--- config.mk ---
export PLATFORM = sky130hd
export DESIGN_NAME = kpvt_div
export DESIGN_NICKNAME = d
export VERILOG_FILES = /design/src/rtl/kpvt_pkg.sv /design/src/rtl/kpvt_div.sv
export SDC_FILE = /design/constraint.sdc
export NUM_CORES = 1
export LEC_CHECK = 0
export BUFFER_PORTS_ARGS = -buffer_cell sky130_fd_sc_hd__buf_2
export CORE_ASPECT_RATIO = 0.9
export CORE_MARGIN = 2
export CORE_UTILIZATION = 40
export DETAILED_ROUTE_END_ITERATION = 16
export PLACE_DENSITY = 0.67
export SETUP_SLACK_MARGIN = 0.2
export SLEW_MARGIN = 20
export SYNTH_ARGS = -nofsm -noshare
export SYNTH_HDL_FRONTEND = slang
export SYNTH_SLANG_ARGS = --single-unit
--- constraint.sdc ---
create_clock -name i_clk -period 5.15 [get_ports i_clk]
set_input_delay 0.2575 -clock i_clk [delete_from_list [all_inputs] [get_ports i_clk]]
set_output_delay 0.2575 -clock i_clk [all_outputs]
set_load 0.005 [all_outputs]
--- src/rtl/kpvt_pkg.sv ---
// Shared types, constants and arithmetic helpers for the position/velocity tracker.
package kpvt_pkg;

    localparam int VALUE_W = 32;
    localparam int FRAC_W  = 16;
    localparam int DT_W    = 16;
    localparam int REG_W   = 31;
    localparam int MAG_W   = VALUE_W + FRAC_W;
    localparam int PROD_W  = 2 * VALUE_W;
    localparam int IDX_W   = 3;

    localparam logic [IDX_W-1:0] CFG_INIT_POS = 3'd0;
    localparam logic [IDX_W-1:0] CFG_INIT_VEL = 3'd1;
    localparam logic [IDX_W-1:0] CFG_INIT_COV = 3'd2;
    localparam logic [IDX_W-1:0] CFG_PROC_NS  = 3'd3;
    localparam logic [IDX_W-1:0] CFG_MEAS_NS  = 3'd4;

    localparam logic signed [VALUE_W-1:0] VMAX = {1'b0, {(VALUE_W-1){1'b1}}};
    localparam logic signed [VALUE_W-1:0] VMIN = {1'b1, {(VALUE_W-1){1'b0}}};
    localparam logic signed [VALUE_W-1:0] ONE  = VALUE_W'(1) << FRAC_W;

    localparam logic [REG_W-1:0] RST_INIT_COV = REG_W'(65536);
    localparam logic [REG_W-1:0] RST_PROC_NS  = REG_W'(65);
    localparam logic [REG_W-1:0] RST_MEAS_NS  = REG_W'(65536);

    localparam int STEP_W = 5;
    localparam logic [STEP_W-1:0] STEP_PRE_DIV = 5'd10;
    localparam logic [STEP_W-1:0] STEP_LAST    = 5'd17;

    typedef enum logic [2:0] {
        ST_IDLE,
        ST_MUL,
        ST_ACC,
        ST_DIV0_GO,
        ST_DIV0_WT,
        ST_DIV1_GO,
        ST_DIV1_WT,
        ST_OUT
    } t_state;

    typedef enum logic [4:0] {
        OP_ZERO, OP_ONE, OP_POS, OP_VEL, OP_CPP, OP_CPV, OP_CVP, OP_CVV,
        OP_Q, OP_R, OP_DT, OP_DT2, OP_PP, OP_P00, OP_P01, OP_P10,
        OP_P11, OP_T, OP_S, OP_K0, OP_K1, OP_INN, OP_OMK, OP_MEAS
    } t_opnd;

    // one step: dst = c (+/-) sat((a*b) >> FRAC_W)
    typedef struct packed {
        t_opnd dst;
        t_opnd a;
        t_opnd b;
        t_opnd c;
        logic  sub;
    } t_uop;

    // divider handshake to the sequencer
    typedef struct packed {
        logic busy;
        logic done;
    } t_div_stat;

    function automatic t_uop ucode(input logic [STEP_W-1:0] step);
        t_uop u;
        u = '{OP_ZERO, OP_ZERO, OP_ZERO, OP_ZERO, 1'b0};
        case (step)
            5'd0:  u = '{OP_DT2, OP_DT,  OP_DT,  OP_ZERO, 1'b0};
            5'd1:  u = '{OP_PP,  OP_VEL, OP_DT,  OP_POS,  1'b0};
            5'd2:  u = '{OP_T,   OP_CPV, OP_ONE, OP_CVP,  1'b0};
            5'd3:  u = '{OP_P00, OP_T,   OP_DT,  OP_CPP,  1'b0};
            5'd4:  u = '{OP_P00, OP_CVV, OP_DT2, OP_P00,  1'b0};
            5'd5:  u = '{OP_P00, OP_Q,   OP_DT2, OP_P00,  1'b0};
            5'd6:  u = '{OP_P01, OP_CVV, OP_DT,  OP_CPV,  1'b0};
            5'd7:  u = '{OP_P10, OP_CVV, OP_DT,  OP_CVP,  1'b0};
            5'd8:  u = '{OP_P11, OP_Q,   OP_ONE, OP_CVV,  1'b0};
            5'd9:  u = '{OP_INN, OP_PP,  OP_ONE, OP_MEAS, 1'b1};
            5'd10: u = '{OP_S,   OP_R,   OP_ONE, OP_P00,  1'b0};
            5'd11: u = '{OP_POS, OP_K0,  OP_INN, OP_PP,   1'b0};
            5'd12: u = '{OP_VEL, OP_K1,  OP_INN, OP_VEL,  1'b0};
            5'd13: u = '{OP_OMK, OP_K0,  OP_ONE, OP_ONE,  1'b1};
            5'd14: u = '{OP_CPP, OP_OMK, OP_P00, OP_ZERO, 1'b0};
            5'd15: u = '{OP_CPV, OP_OMK, OP_P01, OP_ZERO, 1'b0};
            5'd16: u = '{OP_CVP, OP_K1,  OP_P00, OP_P10,  1'b1};
            5'd17: u = '{OP_CVV, OP_K1,  OP_P01, OP_P11,  1'b1};
            default: u = '{OP_ZERO, OP_ZERO, OP_ZERO, OP_ZERO, 1'b0};
        endcase
        return u;
    endfunction

    function automatic logic [VALUE_W-1:0] mag(input logic signed [VALUE_W-1:0] a);
        return a[VALUE_W-1] ? VALUE_W'(-a) : VALUE_W'(a);
    endfunction

    // magnitude with sign back to a saturated signed value
    function automatic logic signed [VALUE_W-1:0] sat_mag(input logic [MAG_W-1:0] m,
                                                          input logic neg);
        logic [MAG_W-1:0] lim;
        lim = MAG_W'(VMAX);
        if (neg) begin
            if (m > lim + MAG_W'(1)) return VMIN;
            return VALUE_W'(-m[VALUE_W-1:0]);
        end
        if (m > lim) return VMAX;
        return m[VALUE_W-1:0];
    endfunction

    function automatic logic signed [VALUE_W-1:0] sat_add(input logic signed [VALUE_W-1:0] c,
                                                          input logic signed [VALUE_W-1:0] x,
                                                          input logic sub);
        logic signed [VALUE_W:0] s;
        s = sub ? ({c[VALUE_W-1], c} - {x[VALUE_W-1], x})
                : ({c[VALUE_W-1], c} + {x[VALUE_W-1], x});
        if (s[VALUE_W] != s[VALUE_W-1]) return s[VALUE_W] ? VMIN : VMAX;
        return s[VALUE_W-1:0];
    endfunction

    function automatic logic signed [VALUE_W-1:0] pos_reg(input logic [REG_W-1:0] u);
        return (u == '0) ? VALUE_W'(1) : VALUE_W'(u);
    endfunction

endpackage

--- src/rtl/kpvt_div.sv ---
// Serial restoring divider: sat((|n| << FRAC_W) / d) with the sign of n, one quotient bit a cycle.
module kpvt_div (
    input  logic                                  i_clk,
    input  logic                                  i_rst_n,
    input  logic                                  i_start,
    input  logic signed [kpvt_pkg::VALUE_W-1:0]   i_num,
    input  logic        [kpvt_pkg::REG_W-1:0]     i_den,
    output kpvt_pkg::t_div_stat                   o_stat,
    output logic signed [kpvt_pkg::VALUE_W-1:0]   o_quot
);
    localparam int CNT_W = $clog2(kpvt_pkg::MAG_W);
    localparam logic [CNT_W-1:0] CNT_LAST = CNT_W'(kpvt_pkg::MAG_W - 1);

    logic [kpvt_pkg::MAG_W-1:0] r_num;
    logic [kpvt_pkg::MAG_W-1:0] r_q;
    logic [kpvt_pkg::REG_W-1:0] r_den;
    logic [kpvt_pkg::REG_W-1:0] r_rem;
    logic [CNT_W-1:0]           r_cnt;
    logic                       r_neg;
    logic                       r_busy;
    logic                       r_done;

    logic [kpvt_pkg::REG_W:0]   w_rem2;
    logic                       w_ge;
    logic [kpvt_pkg::REG_W:0]   w_diff;
    logic [kpvt_pkg::REG_W-1:0] n_rem;

    always_comb begin
        w_rem2 = {r_rem, r_num[kpvt_pkg::MAG_W-1]};
        w_ge   = (w_rem2 >= {1'b0, r_den});
        w_diff = w_rem2 - {1'b0, r_den};
        n_rem  = w_ge ? w_diff[kpvt_pkg::REG_W-1:0] : w_rem2[kpvt_pkg::REG_W-1:0];
    end

    always_ff @(posedge i_clk) begin
        if (!i_rst_n) begin
            r_busy <= 1'b0;
            r_done <= 1'b0;
        end else begin
            r_done <= 1'b0;
            if (i_start) begin
                r_num  <= {kpvt_pkg::mag(i_num), {kpvt_pkg::FRAC_W{1'b0}}};
                r_den  <= i_den;
                r_rem  <= '0;
                r_q    <= '0;
                r_cnt  <= '0;
                r_neg  <= i_num[kpvt_pkg::VALUE_W-1];
                r_busy <= 1'b1;
            end else if (r_busy) begin
                r_rem <= n_rem;
                r_q   <= {r_q[kpvt_pkg::MAG_W-2:0], w_ge};
                r_num <= {r_num[kpvt_pkg::MAG_W-2:0], 1'b0};
                r_cnt <= r_cnt + CNT_W'(1);
                if (r_cnt == CNT_LAST) begin
                    r_busy <= 1'b0;
                    r_done <= 1'b1;
                end
            end
        end
    end

    assign o_stat = '{busy: r_busy, done: r_done};
    assign o_quot = kpvt_pkg::sat_mag(r_q, r_neg);

endmodule

# After elaboration in Yosys (flattened, before gate mapping)

Index checks and enable logic that the tools add are counted.

Register bits: 166
Input bits: 66
Output and inout bits: 34
Logic and storage cells: 45

$add $sub $neg: 4
$lt $le $gt $ge: 3
Equal/unequal tests: 1
Mux-type cells: 22
Bitwise logic cells: 2
Reduce and logical (&&, ||, !) cells: 4

Operator list:

| operator             | number |
|---|---|
| $mux 32              | 7 |
| $mux 48              | 3 |
| $neg 32->32          | 2 |
| $mux 31              | 2 |
| $gt 48x31->1 const B | 1 |
| $gt 48x32->1 const B | 1 |
| $ge 32x31->1         | 1 |
| $sub 31x31->31       | 1 |
| $mux 1               | 9 |
| $add 6x1->6 const B  | 1 |
| $eq 6x6->1 const B   | 1 |
| $mux 6               | 1 |
| $reduce_and 2->1     | 2 |
| $reduce_or 3->1      | 1 |
| $not 1->1            | 2 |
| $reduce_bool 2->1    | 1 |

# Longest topological paths before layout

Gate-level depths: netlist of the first run.

Depth after elaboration: 8
Gate-level depth with buffers: 13

# Worst setup path before layout of the first run

Ideal clock, no wire load.

Path kind: input-to-reg
From: input i_start
To: register r_cnt[0] (enable)
Library setup time: 486 ps
Data arrival time: 3,422 ps
Data required time: 4,664 ps
Setup slack: 1,242 ps
Stages on the path: 3
Buffers on the path: 2
Cell sequence: clkbuf_1 > clkbuf_1 > o21a_1

Cells in the longest elaborated chain, start to end: 2

RTL lines:

| element                     | RTL line       | source |
|---|---|---|
| start: declaration          | kpvt_div.sv:5  | `input logic i_start,` |
| $reduce_bool 2->1 (no line) | n/a            |  |
| $reduce_and 2->1 (no line)  | n/a            |  |
| end signal: assignment      | kpvt_div.sv:53 | `r_cnt <= r_cnt + CNT_W'(1);` |
| end: declaration            | kpvt_div.sv:18 | `logic [CNT_W-1:0] r_cnt;` |

Every way passes these cells.
A chain may end at the register's enable or synchronous reset.

# Worst setup path in the final report of the first run

From: register r_q[0] (netlist bit)
To: output o_quot[17] (netlist bit)

Cells in the longest elaborated chain, start to end: 8
Elaborated cells on any way between the ends: 12
Classes of those cells: add/sub (1); order compare (2); mux (9)

RTL lines:

| element                  | RTL line        | source |
|---|---|---|
| start: declaration       | kpvt_div.sv:15  | `logic [kpvt_pkg::MAG_W-1:0] r_q;` |
| start signal: assignment | kpvt_div.sv:51  | `r_q <= {r_q[kpvt_pkg::MAG_W-2:0], w_ge};` |
| $gt 48x32->1             | kpvt_pkg.sv:99  | `if (m > lim + MAG_W'(1)) return VMIN;` |
| $mux 1                   | kpvt_pkg.sv:99  |  |
| $mux 1                   | kpvt_pkg.sv:98  | `if (neg) begin` |
| $mux 32                  | kpvt_pkg.sv:100 | `return VALUE_W'(-m[VALUE_W-1:0]);` |
| $mux 32                  | kpvt_pkg.sv:98  |  |
| $mux 32                  | kpvt_pkg.sv:102 | `if (m > lim) return VMAX;` |
| $mux 32                  | kpvt_pkg.sv:103 | `return m[VALUE_W-1:0];` |
| $mux 32 *                | kpvt_pkg.sv:102 |  |
| end: declaration         | kpvt_div.sv:9   | `output logic signed [kpvt_pkg::VALUE_W-1:0] o_quot` |

Every way passes the cells marked *; elsewhere a longest branch is shown, timed or not. The select of a mux whose other input is x is not followed.

==> flow_summary.yaml, run 1 <==
run_status:
  status: "finished clean"
hold_path:
  hold_path_class: "input port to flip-flop"
timing:
  tightestPinTransition_ns: 1.06
  whs_ns: 0.0180
  hold_viol_final: 0
  period_share: 0.842
  slew_violations: 0
  rsz0062_at_grt: "false"
  tns_ns: 0
  max_freq_ghz: 0.231
  setup-violations-final: 0
  fin_crit_ns: 4.34
  skew_ns: 0.00972
  max_slew_margin: 0.295
cells_and_area:
  nFillCells: 2091
  fin_util: 0.477
  finalNonFillerCells: 1344
  syn2layout_area_growth_pct: 16.9
  drive_above_1_share: 0.147
  fin_nets: 1134
yosys:
  ys.flop_type: "edfxtp_1"
  ys_top_cells_by_count: "edfxtp_1 (149), nand2_1 (91), a21oi_1 (78)"
  synth_edf_count: 149
  netlist_instances: 927
  synth_top_cell_area_share: 0.486
  yosysUniqueCellTypes: 71
  syn_avg_cell_area_um2: 9.94
  syn_area_um2: 9210
  yosys_warnings: 0
  synth-async-reset-ratio: 0
  yosysTopAreaCell: "edfxtp_1"
  ys_top_cells_by_area: "edfxtp_1 (49%), ha_1 (4.6%), a21oi_1 (4.2%)"
  ys_seq_area_frac: 0.490
  synth_nets: 1028
  synth_seq_cells: 151
  post-synth-top-count-cell: "edfxtp_1"
grt:
  grt_pass1_wl_mm: 34.6
  grt_start_max_net_pins: 76
  antenna_found_initial: 1
  grt.overflow.total: 0
  grt_pass1_vias: 6878
  track_usage: 0.178
route:
  dr_total_vias: 7362
  vias_per_cell: 5.48
  drt-total-wl_mm: 21.2
  wire_per_inst_um: 15.8
  ant_nets: 0
  drtIter0Drc: 571
  drc: 0
  drtPass1Iterations: 5
critical_path:
  crit_chain: "inv_1 -> ha_1 -> nor3b_1 -> nand4_1 -> or4_4 -> nand4bb_1 -> a21o_1 -> o41ai_1 -> nand2_1 -> o311ai_1 -> buf_2"
  cpMaxStageDelayCell: "or4_4"
  cp-start-kind: "flip-flop"
  worstPathMaxFanout: 30
  cpLargestDelayFamily: "simple AND/OR/NAND/NOR gates"
  crit_path_end_kind: "primary output"
  path_buf_inv: 2
  critPathMaxStageDelay_ns: 0.62
  arrival_ns: 4.08
  path_class: "flip-flop to primary output"
  worst_ep_required_time_ns: 4.89
floorplan:
  fp-row-count: 52
  io_pins: 100
  die_w_um: 164
  start_util: 0.408
  core-area_um2: 22600
  dieHeight_um: 148
  die-area_um2: 24300
job:
  drv_cap: 0
placed_design:
  dpl.cell_count: 1285
  gp_congestion: 0.819
  place_hpwl_mm: 14.1
  io_buffer_count: 99
power:
  p_seq_frac: 0.447
  p_per_area_nw_per_um2: 319
  p_clk_frac: 0.356
  ir_drop_mv: 0.176
  swShare: 0.280
  total_power_mw: 3.43
  p_leak_nw: 4.14
  p_comb_frac: 0.198
  power.switching_mw: 0.959
  internal_power_mw: 2.47
clock_network:
  cts_tree: "done"
  cts_root_buffer: "clkbuf_16"
  cts_hold_buf: 26
  cts_made_buffers: 17
  cts_resized: 0
  path_clk_slew_ns: 0.06
  htree_num_levels: 4
  post_cts_buffers: 0
  cts_sinks: 151
  cts_buffer_depth: 2
  insertion_delay_ns: 0.43
-- final timing paths --
check,start,to,slack [ns],depth (start not counted)
worst min register to register,r_busy$_SDFF_PN0_,r_done$_SDFF_PP0_,0.54,1
worst max register to register,r_rem[24]$_SDFFCE_PP0P_,r_rem[30]$_SDFFCE_PP0P_,1.52,10
worst min-delay path,i_den[2],r_den[2]$_DFFE_PP_,0.02,1
worst max-delay path,r_q[0]$_SDFFCE_PP0P_,o_quot[17],0.81,11
-- layout make-up --
cell class	instances	area (um2)	share of cell area
Antenna cell	1	2.50	0.000232
Clock buffer	20	437	0.0406
Clock inverter	12	128	0.0119
Inverter	57	214	0.0199
Multi-Input combinational cell	675	4290	0.399
Sequential cell	151	4510	0.419
Tap cell	297	372	0.0345
Timing Repair Buffer	131	803	0.0746
-- per-layer routing --
layer  track usage  part of all wire
met4        0.0500             0.012
met2         0.261              0.44
met1         0.266              0.50
met3        0.0373             0.049
met5             0                 0
-- cell families (layout without fill, tap and decap cells) --
logic type / after synthesis / in the layout / synth area share
muxes: 7 / 7 / 0.00842
AOI/OAI and AO/OA: 249 / 249 / 0.178
adders and majority gates: 35 / 35 / 0.0484
buffers and inverters: 101 / 220 / 0.0446
DFF: 151 / 151 / 0.490
xor gates and xnor gates: 52 / 52 / 0.0494
other: 0 / 1 / 0
and+or+nand+nor: 332 / 332 / 0.181
-- worst reg2reg max path, stage by stage (launching register included) --
cell and delay, ns:
edfxtp_1 0.41, ha_1 0.34, a21oi_1 0.30, o21bai_1 0.10, a21o_1 0.22, a31o_2 0.26, a211oi_1 0.47, and2_1 0.51
buf_4 0.32, a2111oi_0 0.10, a311o_1 0.37
-- power by group through the flow --
stage / Clock [mW] / Combinational, mW / Sequential, mW
6_report: 1.22 / 0.679 / 1.53
5_1_grt: 1.30 / 0.765 / 1.54
3_5_place_dp: 0 / 0.659 / 1.55
3_3_place_gp: 0 / 0.649 / 1.55
2_1_floorplan: 0 / 0.495 / 1.54
4_1_cts: 1.25 / 0.678 / 1.53
-- placed cells by master (no fill, tap or decap), types with 4 or more instances in the layout --
cell,count
a21oi_1,78
buf_4,7
nand2b_1,4
o311ai_1,15
a211oi_1,14
o22ai_1,4
xnor2_1,18
ha_1,34
nand3_1,16
nand2_1,91
buf_2,98
nand4_1,9
xor2_1,34
o211ai_1,6
nor2_1,76
clkbuf_16,17
or2_2,5
nor3_1,26
o41ai_1,8
or4_1,6
edfxtp_1,149
o21ai_1,4
inv_1,57
o21ai_0,39
nor2b_1,52
mux2_2,6
a21o_1,17
nor4_1,8
dlygate4sd3_1,26
and3_1,4
or3_1,13
o21a_1,6
o31ai_1,14
a31oi_1,8
-- state kept, by name (all words and copies together) (netlist names) --
register,count
r_done,1
r_cnt,6
r_busy,1
r_rem,31
r_q,48
r_den,31
r_neg,1
r_num,32
-- per-stage QoR --
stage | worst slack [ns] | instance area, um2
floorplan | 1.24 | 9210
global placement | 1.53 | 9940
detailed placement | 1.36 | 9940
CTS | 0.876 | 10800
global route | 0.430 | 10800
finish | 0.814 | 10800
Note: power is estimated with default switching activity, not from simulation.
==> run 2, diff against run 1 <==
==> constraint.sdc (replaced) <==
create_clock -name i_clk -period 4.1 [get_ports i_clk]
set_input_delay 0.205 -clock i_clk [delete_from_list [all_inputs] [get_ports i_clk]]
set_output_delay 0.205 -clock i_clk [all_outputs]
set_load 0.005 [all_outputs]
==> flow_summary.yaml, run 2 (same netlist as run 1, synthesis figures left out) <==
timing:
  tightestPinTransition_ns: 0.847
  fin_crit_ns: 3.79
  slew_violations: 0
  period_share: 0.923
  max_freq_ghz: 0.264
  tns_ns: 0
  rsz0062_at_grt: "false"
  max_slew_margin: 0.431
  setup-violations-final: 0
  hold_viol_final: 0
  skew_ns: 0.00703
route:
  drtPass1Iterations: 5
  ant_nets: 0
  drt-total-wl_mm: 21.6
  drtIter0Drc: 586
  dr_total_vias: 7406
  vias_per_cell: 5.45
  wire_per_inst_um: 15.9
  drc: 0
critical_path:
  cpMaxStageDelayCell: "or4_4"
  path_class: "flip-flop to primary output"
  crit_path_end_kind: "primary output"
  rrSetupSlack_ns: 0.53
  cpLargestDelayFamily: "simple AND/OR/NAND/NOR gates"
  critPathMaxStageDelay_ns: 0.58
  path_buf_inv: 1
  cp-start-kind: "flip-flop"
  rr_worst_depth: 10
  arrival_ns: 3.58
  crit_chain: "or4_4 -> or3_4 -> or4_4 -> nand4bb_4 -> a211o_4 -> o311ai_1 -> buf_2"
  crit_top_cell: "or4_4"
  r2r_end: "r_rem[6]$_SDFFCE_PP0P_"
  worst_ep_required_time_ns: 3.89
  reg2reg_from: "r_rem[12]$_SDFFCE_PP0P_"
  worstPathMaxFanout: 6
floorplan:
  io_pins: 100
  fp-row-count: 52
  die_w_um: 164
  dieHeight_um: 148
  start_util: 0.408
  core-area_um2: 22600
  die-area_um2: 24300
clock_network:
  cts_root_buffer: "clkbuf_16"
  cts_sinks: 151
  cts_made_buffers: 17
  cts_buffer_depth: 2
  path_clk_slew_ns: 0.06
  cts_tree: "done"
  insertion_delay_ns: 0.42
  htree_num_levels: 4
hold_path:
  hold_path_class: "input port to flip-flop"
  hold_path_depth: 2
  worstHoldStart: "i_rst_n"
  whs_endpoint: "r_done$_SDFF_PP0_"
grt:
  grt_pass1_vias: 7176
  met2_usage: 0.278
  grt.busiest_layer: "met2"
  grt.overflow.total: 0
  gr-usage-met3: 0.0384
  grt_use_met1: 0.265
  track_usage: 0.182
  antenna_found_initial: 3
  grt_pass1_wl_mm: 35.7
  grt_start_max_net_pins: 83
cells_and_area:
  drive_above_1_share: 0.156
  final_cell_area_um2: 11000
  fin_nets: 1147
  syn2layout_area_growth_pct: 18.9
  final_cell_mix: "edfxtp_1 (149), buf_2 (98), nand2_1 (91), a21oi_1 (78), nor2_1 (76)"
  fin_util: 0.485
  largest-register: "r_q"
  largest_reg_flops: 48
  reg.largest.list: "r_q (48), r_num (32)"
  nFillCells: 2106
  final_common_cell: "edfxtp_1"
power:
  p_per_area_nw_per_um2: 399
  p_leak_nw: 4.23
  ir_drop_mv: 0.181
  total_power_mw: 4.37
placed_design:
  place_hpwl_mm: 14.1
  gp_congestion: 0.845
  postPlaceCellArea_um2: 9970
  io_buffer_count: 99
run_status:
  status: "finished clean"
job:
  drv_cap: 0
[run 2: cell type report]
class	count	area [um2]	area share
Inverter	57	214	0.0195
Timing Repair Buffer	140	896	0.0818
Sequential cell	151	4510	0.412
Antenna cell	2	5.00	0.000457
Multi-Input combinational cell	679	4370	0.399
Clock inverter	15	159	0.0145
Clock buffer	17	425	0.0388
Tap cell	297	372	0.0339
[run 2: through the flow]
step / hold slack [ns] / setup slack, ns / instances
6_report: 0.105 / 0.314 / 1358
5_1_grt: 0.0914 / 0.202 / 1358
4_1_cts: 0.0869 / 0.224 / 1351
3_5_place_dp: 0.383 / 0.470 / 1288
3_3_place_gp: 0.381 / 0.545 / 1288
2_1_floorplan: 0.304 / 0.245 / 927
[run 2: how the worst max path moves through the flow]
stage | endpoint | slack (ns) | depth (start not counted) | start
floorplan | r_cnt[0]$_SDFFCE_PP0P_ | 0.24 | 3 | i_start
global placement | o_quot[23] | 0.55 | 11 | r_q[1]$_SDFFCE_PP0P_
detailed placement | o_quot[23] | 0.47 | 11 | r_q[1]$_SDFFCE_PP0P_
CTS | o_quot[16] | 0.22 | 8 | r_q[21]$_SDFFCE_PP0P_
global route | o_quot[17] | 0.20 | 9 | r_q[20]$_SDFFCE_PP0P_
finish | o_quot[4] | 0.31 | 7 | r_q[20]$_SDFFCE_PP0P_
[run 2: repair_timing]
item	CTS	global route
endpoints found under the setup margin	25	13
hold endpoints to repair	31	0
hold buffers	31	0
gates resized for setup	3	4
gates cloned	0	4
buffers inserted	0	1
pin swaps	0	2
[run 2: worst register-to-register path, stage by stage, from the launching register on]
cell and delay (ns):
edfxtp_1 0.40, ha_1 0.38, a21o_1 0.25, a21o_1 0.20, a21oi_1 0.30, a31oi_1 0.13
o31ai_1 0.52, and2_1 0.57, buf_4 0.33, o31a_1 0.18, nor2_1 0.05
[run 2: report_power, final]
part | internal (mW) | switching [mW]
clock | 0.949 | 0.629
sequential | 1.85 | 0.0693
combinational | 0.367 | 0.504
total | 3.17 | 1.20
[run 2: layer usage]
metal | part of all wire | up-vias
met3 | 0.058 | 20
met4 | 0.013 | 0
met2 | 0.44 | 204
met1 | 0.49 | 3495
li1 | - | 3687
met5 | 0 | -
==> run 3, diff against run 2 <==
--- a/config.mk
+++ b/config.mk
@@ -5,6 +5,7 @@
 export SDC_FILE = /design/constraint.sdc
 export NUM_CORES = 1
 export LEC_CHECK = 0
+export ABC_AREA = 1
 export BUFFER_PORTS_ARGS = -buffer_cell sky130_fd_sc_hd__buf_2
 export CORE_ASPECT_RATIO = 0.9
 export CORE_MARGIN = 2
==> flow_summary.yaml, run 3 <==
run_status:
  status: "finished clean"
power:
  swShare: 0.336
  p_seq_frac: 0.408
  internal_power_mw: 3.19
  p_clk_frac: 0.329
  power.switching_mw: 1.62
  p_per_area_nw_per_um2: 397
  p_leak_nw: 5.80
  ir_drop_mv: 0.269
  p_comb_frac: 0.263
cells_and_area:
  multi_input_area_um2: 4810
  final_cell_mix: "nand2_1 (360), inv_1 (227), nor2_1 (212), edfxtp_1 (149), buf_2 (99)"
  drive_above_1_share: 0.119
  fin_nets: 1609
  nFillCells: 2550
  syn2layout_area_growth_pct: 16.3
  largest-register: "r_q"
  ff_latch_area_um2: 4510
  final_common_cell: "nand2_1"
  largest_reg_flops: 48
  finalNonFillerCells: 1870
  reg.largest.list: "r_q (48), r_num (32)"
critical_path:
  worst_ep_required_time_ns: 3.89
  crit_start: "r_q[0]$_SDFFCE_PP0P_"
  timing.critical_path.to: "o_quot[6]"
  arrival_ns: 2.71
  reg2reg_from: "r_num[47]$_DFFE_PP_"
  worstPathMaxFanout: 26
  cpLargestDelayFamily: "simple AND/OR/NAND/NOR gates"
  critPathMaxStageDelay_ns: 0.41
  cp-start-kind: "flip-flop"
  crit_path_end_kind: "primary output"
  crit_cells: 13
  rr_worst_depth: 15
  cpMaxStageDelayCell: "edfxtp_1"
  crit_top_cell: "nand2_2"
  rrSetupSlack_ns: 1.43
  r2r_end: "r_rem[23]$_SDFFCE_PP0P_"
  path_buf_inv: 2
  crit_chain: "inv_2 -> ha_1 -> nand3_4 -> nor2_4 -> nand2_2 -> nor2_4 -> nand2_2 -> nor2_2 -> nand2_1 -> nand2_2 -> nand2_4 -> o21ai_0 -> buf_2"
  path_class: "flip-flop to primary output"
grt:
  grt.overflow.total: 0
  grt_start_max_net_pins: 73
  antenna_found_initial: 1
  grt_pass1_wl_mm: 41.5
  track_usage: 0.188
  grt_pass1_vias: 8406
route:
  drtIter0Drc: 773
  drc: 0
  wire_per_inst_um: 13.3
  ant_nets: 0
  drt-total-wl_mm: 24.8
  drtPass1Iterations: 5
  vias_per_cell: 4.86
  dr_total_vias: 9084
yosys:
  yosys_warnings: 0
  ys_top_cells_by_count: "nand2_1 (361), inv_1 (228), nor2_1 (212)"
  ys.flop_type: "edfxtp_1"
  yosysTopAreaCell: "edfxtp_1"
  ys_seq_area_frac: 0.434
  yosysUniqueCellTypes: 44
  ys_top_cells_by_area: "edfxtp_1 (43%), nand2_1 (13%), inv_1 (8.2%)"
  post-synth-top-count-cell: "nand2_1"
  synth-async-reset-ratio: 0
  synth_seq_cells: 151
  netlist_instances: 1389
  syn_avg_cell_area_um2: 7.50
  syn_area_um2: 10400
  synth_edf_count: 149
  synth_nets: 1490
  synth_top_cell_area_share: 0.430
floorplan:
  io_pins: 100
  die_w_um: 174
  dieHeight_um: 157
  start_util: 0.403
  core-area_um2: 25900
  fp-row-count: 56
  die-area_um2: 27300
timing:
  period_share: 0.711
  fin_crit_ns: 2.92
  worst_slack_ns: 1.18
  tightestPinTransition_ns: 0.851
  max_slew_margin: 0.432
  hold_viol_final: 0
  slew_violations: 0
  max_freq_ghz: 0.343
  setup-violations-final: 0
  tns_ns: 0
  rsz0062_at_grt: "false"
  whs_ns: 0.0348
  skew_ns: 0.0108
clock_network:
  cts_root_buffer: "clkbuf_16"
  cts_tree: "done"
  path_clk_slew_ns: 0.07
  cts_made_buffers: 17
  insertion_delay_ns: 0.44
  cts_buffer_depth: 2
  htree_num_levels: 4
  cts_sinks: 151
  post_cts_buffers: 0
placed_design:
  io_buffer_count: 99
  place_ws_ns: 1.48
  place_hpwl_mm: 18.1
  gp_congestion: 0.949
  dpl.cell_count: 1806
job:
  drv_cap: 0
hold_path:
  hold_path_class: "input port to flip-flop"
-- run 3: worst reg2reg max path, cell delays in order (launching register included) --
cell and delay [ns]:
edfxtp_1 0.35, inv_1 0.05, ha_1 0.21, fa_1 0.42
inv_1 0.09, nand3_1 0.08, nand2_2 0.12, nand2_1 0.07
nand2_2 0.08, nand2_1 0.08, nand3_2 0.08, nand2_4 0.14
nand2_8 0.22, inv_4 0.20, nor2_1 0.17, nor2_1 0.05
-- run 3: kinds of logic after synthesis --
kind of cell | count (synthesis) | synth area share
flops | 151 | 0.434
xor+xnor | 58 | 0.0488
buf+inv | 275 | 0.105
compound gates | 145 | 0.0720
fa+ha+maj | 35 | 0.0428
simple gates | 725 | 0.298
-- run 3: how the worst min path moves through the flow --
stage,from,to,slack [ns],cells past startpoint
2_1_floorplan,i_den[0],r_den[0]$_DFFE_PP_,0.30,0
3_3_place_gp,i_den[11],r_den[11]$_DFFE_PP_,0.38,1
3_5_place_dp,i_den[5],r_den[5]$_DFFE_PP_,0.38,1
4_1_cts,i_num[0],r_num[16]$_SDFFCE_PN0P_,0.03,3
5_1_grt,i_num[0],r_num[16]$_SDFFCE_PN0P_,0.04,3
6_report,i_num[0],r_num[16]$_SDFFCE_PN0P_,0.03,3
-- run 3: power by group through the flow --
| stage | Sequential (mW) | Combinational [mW] | Clock [mW] |
|---|---|---|---|
| 6_report | 1.96 | 1.26 | 1.58 |
| 5_1_grt | 1.98 | 1.44 | 1.69 |
| 4_1_cts | 1.96 | 1.26 | 1.62 |
| 3_5_place_dp | 1.99 | 1.23 | 0 |
| 3_3_place_gp | 1.99 | 1.21 | 0 |
| 2_1_floorplan | 1.98 | 0.935 | 0 |
-- run 3: cell type report --
type	count	area share
diodes	1	0.000207
clock buffers	17	0.0351
clock inverters	15	0.0136
inverters	240	0.0746
multi-input cells	963	0.397
flip-flops and latches	151	0.373
well taps	348	0.0360
repair buffers	135	0.0707
-- run 3: through the flow --
stage	total power, mW	cell area (um2)	utilization
detailed placement	3.22	11200	0.434
floorplan	2.92	10400	-
global placement	3.20	11200	0.434
global route	5.11	12100	0.468
CTS	4.84	12100	0.468
finish	4.81	12100	0.468
-- run 3: routing by layer --
metal	GRT usage	wire length (um)	vias up
li1	-	-	4664
met1	0.267	12200	4124
met2	0.286	10800	257
met3	0.0399	1300	39
met4	0.0636	555	0
met5	0	0	-
-- run 3: timing repair --
action | in CTS | in global routing
hold buffers | 31 | 0
resized for setup | 0 | 0
hold endpoints to repair | 31 | 0
